$ cat src/hdl/vrot_pkg.sv
package vrot_pkg;

	localparam int COORD_WIDTH_DEF  = 32;
	localparam int ANGLE_WIDTH_DEF  = 16;
	localparam int CORDIC_STEPS_DEF = 16;
	localparam int QUEUE_DEPTH      = 4;

	// Fraction bits added below the Q16.16 point while the vector turns.
	localparam int GUARD_BITS = 12;
	// The angle accumulator counts 2^TURN_BITS units per turn.
	localparam int TURN_BITS  = 32;
	localparam int ACC_WIDTH  = TURN_BITS + 1;
	localparam int GAIN_WIDTH = 31;
	localparam int GAIN_SHIFT = 30;
	localparam logic signed [GAIN_WIDTH-1:0] GAIN_Q30 = 31'sd652032874;

	localparam logic [1:0] AXIS_X = 2'd0;
	localparam logic [1:0] AXIS_Y = 2'd1;
	localparam logic [1:0] AXIS_Z = 2'd2;

	typedef enum logic [1:0] {
		ROUTE_XY,
		ROUTE_YZ,
		ROUTE_ZX,
		ROUTE_NONE
	} route_t;

	typedef struct packed {
		route_t route;
		logic   bypass;
	} ctl_t;

	function automatic logic [31:0] atan_entry(input logic [4:0] idx);
		logic [31:0] v;
		case (idx)
			5'd0:    v = 32'd536870912;
			5'd1:    v = 32'd316933406;
			5'd2:    v = 32'd167458907;
			5'd3:    v = 32'd85004756;
			5'd4:    v = 32'd42667331;
			5'd5:    v = 32'd21354465;
			5'd6:    v = 32'd10679838;
			5'd7:    v = 32'd5340245;
			5'd8:    v = 32'd2670163;
			5'd9:    v = 32'd1335087;
			5'd10:   v = 32'd667544;
			5'd11:   v = 32'd333772;
			5'd12:   v = 32'd166886;
			5'd13:   v = 32'd83443;
			5'd14:   v = 32'd41722;
			5'd15:   v = 32'd20861;
			5'd16:   v = 32'd10430;
			5'd17:   v = 32'd5215;
			5'd18:   v = 32'd2608;
			5'd19:   v = 32'd1304;
			5'd20:   v = 32'd652;
			5'd21:   v = 32'd326;
			5'd22:   v = 32'd163;
			5'd23:   v = 32'd81;
			5'd24:   v = 32'd41;
			5'd25:   v = 32'd20;
			5'd26:   v = 32'd10;
			5'd27:   v = 32'd5;
			5'd28:   v = 32'd3;
			5'd29:   v = 32'd1;
			5'd30:   v = 32'd1;
			default: v = 32'd0;
		endcase
		return v;
	endfunction

endpackage

$ cat src/hdl/vrot_queue.sv
module vrot_queue #(
	parameter int WIDTH = 8,
	parameter int DEPTH = vrot_pkg::QUEUE_DEPTH
) (
	input  logic             clk,
	input  logic             arst_n,
	input  logic             push,
	input  logic [WIDTH-1:0] push_data,
	output logic             full,
	input  logic             pop,
	output logic [WIDTH-1:0] pop_data,
	output logic             not_empty
);

	localparam int ADDR_W = (DEPTH > 1) ? $clog2(DEPTH) : 1;
	localparam int CNT_W  = $clog2(DEPTH + 1);
	localparam logic [ADDR_W-1:0] LAST = ADDR_W'(DEPTH - 1);

	logic [WIDTH-1:0]  mem_q [DEPTH];
	logic [ADDR_W-1:0] wr_ptr_q;
	logic [ADDR_W-1:0] rd_ptr_q;
	logic [CNT_W-1:0]  count_q;

	assign full = (count_q == CNT_W'(DEPTH));
	assign not_empty = (count_q != '0);
	assign pop_data = mem_q[rd_ptr_q];

	always_ff @(posedge clk or negedge arst_n) begin
		if (!arst_n) begin
			wr_ptr_q <= '0;
			rd_ptr_q <= '0;
			count_q <= '0;
		end else begin
			if (push) begin
				wr_ptr_q <= (wr_ptr_q == LAST) ? '0 : wr_ptr_q + ADDR_W'(1);
			end
			if (pop) begin
				rd_ptr_q <= (rd_ptr_q == LAST) ? '0 : rd_ptr_q + ADDR_W'(1);
			end
			if (push && !pop) begin
				count_q <= count_q + CNT_W'(1);
			end else if (pop && !push) begin
				count_q <= count_q - CNT_W'(1);
			end
		end
	end

	always_ff @(posedge clk) begin
		if (push) begin
			mem_q[wr_ptr_q] <= push_data;
		end
	end

	assert property (@(posedge clk) disable iff (!arst_n) count_q <= CNT_W'(DEPTH))
		else $error("queue count beyond depth");
	assert property (@(posedge clk) disable iff (!arst_n) pop |-> not_empty && !(push && full))
		else $error("queue popped while empty or pushed while full");
	assert property (@(posedge clk) disable iff (!arst_n)
		push && !pop |=> count_q == $past(count_q) + CNT_W'(1))
		else $error("queue count did not follow a lone push");

endmodule

$ cat config.mk
export PLATFORM = sky130hd
export DESIGN_NAME = vrot_queue
export DESIGN_NICKNAME = d
export VERILOG_FILES = /design/src/hdl/vrot_pkg.sv /design/src/hdl/vrot_queue.sv
export SDC_FILE = /design/constraint.sdc
export NUM_CORES = 1
export LEC_CHECK = 0
export ABC_AREA = 1
export BUFFER_PORTS_ARGS = -buffer_cell sky130_fd_sc_hd__buf_2
export CORE_MARGIN = 2
export CORE_UTILIZATION = 40
export CTS_BUF_LIST = sky130_fd_sc_hd__clkbuf_8
export CTS_CLUSTER_DIAMETER = 150
export DETAILED_ROUTE_END_ITERATION = 10
export GPL_TIMING_DRIVEN = 0
export HOLD_SLACK_MARGIN = 0.12
export PLACE_DENSITY = 0.71
export REMOVE_ABC_BUFFERS = 1
export SYNTH_ARGS = -nofsm -noshare
export SYNTH_HDL_FRONTEND = slang
export SYNTH_SLANG_ARGS = --single-unit
$ cat constraint.sdc
create_clock -name clk -period 1.9 [get_ports clk]
set_input_delay 0.38 -clock clk [delete_from_list [all_inputs] [get_ports clk]]
set_output_delay 0.38 -clock clk [all_outputs]
set_load 0.01 [all_outputs]
==> results.py <==
metrics = {
    "logic_synthesis": {
        "synth_area_um2": 1710,
        "ys_ff_latch": 39,
        "syn_area_per_cell_um2": 11.7,
        "synthCells": 146,
        "yosys_warnings": 0,
        "ys_types": 18,
        "synth_seq_area_share": 0.664,
        "synth_top_area_cell": "edfxtp_1",
        "synthTopCellsByArea": "edfxtp_1, dfrtp_1, nand2_1, o211ai_1, inv_1",
        "synth_top_area_share": 0.562,
    },
    "clock_network": {
        "clk_pin_slew_ns": 0.08,
        "clock_sinks": 39,
        "htreeDepth": 2,
        "clock_latency_ns": 0.29,
        "cts-root-buf": "clkbuf_8",
        "cts_buffers": 5,
        "cts_tree": "done",
        "post_cts_buffers": 0,
        "clock_path_buffers": 2,
    },
    "worst_hold_path": {
        "hp-class": "input pin to flop",
    },
    "grt": {
        "grt_pass1_wl_um": 4360,
        "antenna_found_initial": 0,
        "grt_pass1_vias": 1006,
        "grt_max_degree": 34,
        "grt_use_total": 0.121,
        "overflow": 0,
    },
    "power": {
        "p_leak_nw": 0.864,
        "finalPower_w": 0.00262,
        "p_per_area_nw_per_um2": 1350,
        "ir_drop_v": 0.000601,
    },
    "sta": {
        "fin_crit_ns": 1.73,
        "rsz0062_at_grt": "false",
        "period_share": 0.910,
        "setup_viol": 0,
        "fmax_mhz": 578,
        "tightestPinTransition_ns": 0.351,
        "fin_setup_tns_ns": 0,
        "skew_ns": 0.00661,
        "holdWs_ns": 0.300,
        "max_slew_margin": 0.766,
        "slew_violations": 0,
        "finalHoldViolCount": 0,
    },
    "routing": {
        "drtIter0Drc": 100,
        "antenna_left": 0,
        "wl_um": 2460,
        "viasPerCell": 4.56,
        "vias": 1013,
        "drc": 0,
        "wl_per_cell_um": 11.1,
        "first_pass_iters": 4,
    },
    "layout": {
        "n_fill_cell": 352,
        "syn2layout_area_growth_pct": 13.6,
        "nets": 190,
        "antenna_cells": 0,
        "multi_input_area_um2": 422,
        "final_layout_size_suffix_gt1_frac": 0.186,
        "seqCellArea_um2": 1140,
    },
    "critical_path": {
        "cp_slowest_cell": "dfrtp_1",
        "required_ns": 1.52,
        "arrival_ns": 1.35,
        "worst_setup_path_start_kind": "flop",
        "crit_chain": "inv_6 > nand2_1 > o211ai_1 > nand2_1 > buf_2",
        "endpoint_kind": "primary output",
        "crit_top_cell": "nand2_1",
        "path_class": "flop to primary output",
        "cp_max_fo": 33,
        "slowest_delay_ns": 0.45,
    },
    "floorplan": {
        "die_h_um": 69.4,
        "fp.dieW_um": 69.4,
        "row_count": 23,
        "initial_utilization": 0.422,
        "io_pins": 22,
        "core-area_um2": 4060,
        "die_area_um2": 4810,
    },
    "run_status": {
        "status": "completed",
    },
    "run": {
        "cap_violations": 0,
    },
    "placement": {
        "gp_congestion": 0.695,
        "port_buffers": 21,
        "dp_hpwl_um": 1670,
    },
}
cell type report:
class,count,share of cell area
Sequential cell,39,0.585
Multi-Input combinational cell,74,0.217
Timing Repair Buffer,22,0.0592
Inverter,29,0.0586
Clock buffer,5,0.0354
Tap cell,50,0.0322
Clock inverter,3,0.0122
cells in the final DEF (no fill, tap or decap):
cell and instances:
nand2_1 41, edfxtp_1 32, inv_1 27, buf_2 21
o211ai_1 16, ha_1 6, dfrtp_1 6, clkbuf_8 5
o21ai_0 3, inv_6 2, nor2_1 2, clkinvlp_4 2
inv_2 1, nor3_1 1, xnor2_1 1, o21ai_1 1
nand3_1 1, nand4_1 1, fa_1 1, dlygate4sd3_1 1
dfrtp_2 1
what timing repair did:
action / CTS / global route
endpoints found under the setup margin: 4 / 3
gates resized for setup: 1 / 2
hold buffers: 1 / 0
pin swaps: 0 / 0
endpoints found under the hold margin: 7 / 0
critical path: cells and delay by family, from the launching register on:
family                 cells  cell delay, ns
buffers and inverters      2            0.36
and+or+nand+nor            2            0.16
AOI/OAI and AO/OA          1            0.09
DFF                        1            0.45
kinds of logic after synthesis:
family,share of synthesized area
buf+inv,0.0892
simple gates,0.104
xor+xnor,0.00512
flops,0.664
fa+ha+maj,0.0556
compound gates,0.0819
registers in the layout, indices dropped and copies added, names as in the netlist:
signal / flops
mem_q: 32
wr_ptr_q: 2
rd_ptr_q: 2
count_q: 3
cell usage after synthesis:
cell and number:
inv_2 2, dfrtp_1 7, o21ai_1 1, buf_6 2, buf_4 1, xnor2_1 1, o211ai_1 16, clkbuf_8 1
nand2_1 41, edfxtp_1 32, ha_1 6, inv_1 27, nand3_1 1, nor3_1 1, nand4_1 1, o21ai_0 3
fa_1 1, nor2_1 2
where the power goes:
part / internal [W] / total (W) / switching (W) / leakage [nW]
clock network: 0.000262 / 0.000553 / 0.000291 / 0.0408
registers: 0.00112 / 0.00125 / 0.000127 / 0.377
logic: 0.000312 / 0.000817 / 0.000505 / 0.445
total: 0.00170 / 0.00262 / 0.000923 / 0.864
metal layers:
layer	share of wire	GRT usage	up-vias
met4	0.022	0.0654	0
met5	0	0	-
met3	0.052	0.0451	5
met1	0.46	0.138	455
met2	0.46	0.198	20
li1	-	-	533
per-stage QoR:
stage / util / setup slack [ns] / area [um^2] / cells
floorplan: - / 0.541 / 1670 / 142
global placement: 0.452 / 0.321 / 1830 / 213
detailed placement: 0.452 / 0.304 / 1830 / 213
CTS: 0.478 / 0.0498 / 1940 / 222
global route: 0.479 / 0.0541 / 1940 / 222
finish: 0.479 / 0.171 / 1940 / 222
final timing paths:
check / start / to / slack (ns) / cells after the start
setup / recovery: rd_ptr_q[0] / pop_data[2] / 0.17 / 5
hold / removal: push_data[3] / mem_q[2][3] / 0.30 / 1
setup reg to reg: wr_ptr_q[0] / mem_q[2][2] / 0.57 / 4
hold reg to reg: count_q[2] / count_q[2] / 0.48 / 2
max in group asynchronous: arst_n / rd_ptr_q[1] / 1.28 / 2
min in group asynchronous: arst_n / count_q[2] / 0.45 / 2
Power figures use the tool's default switching activity.
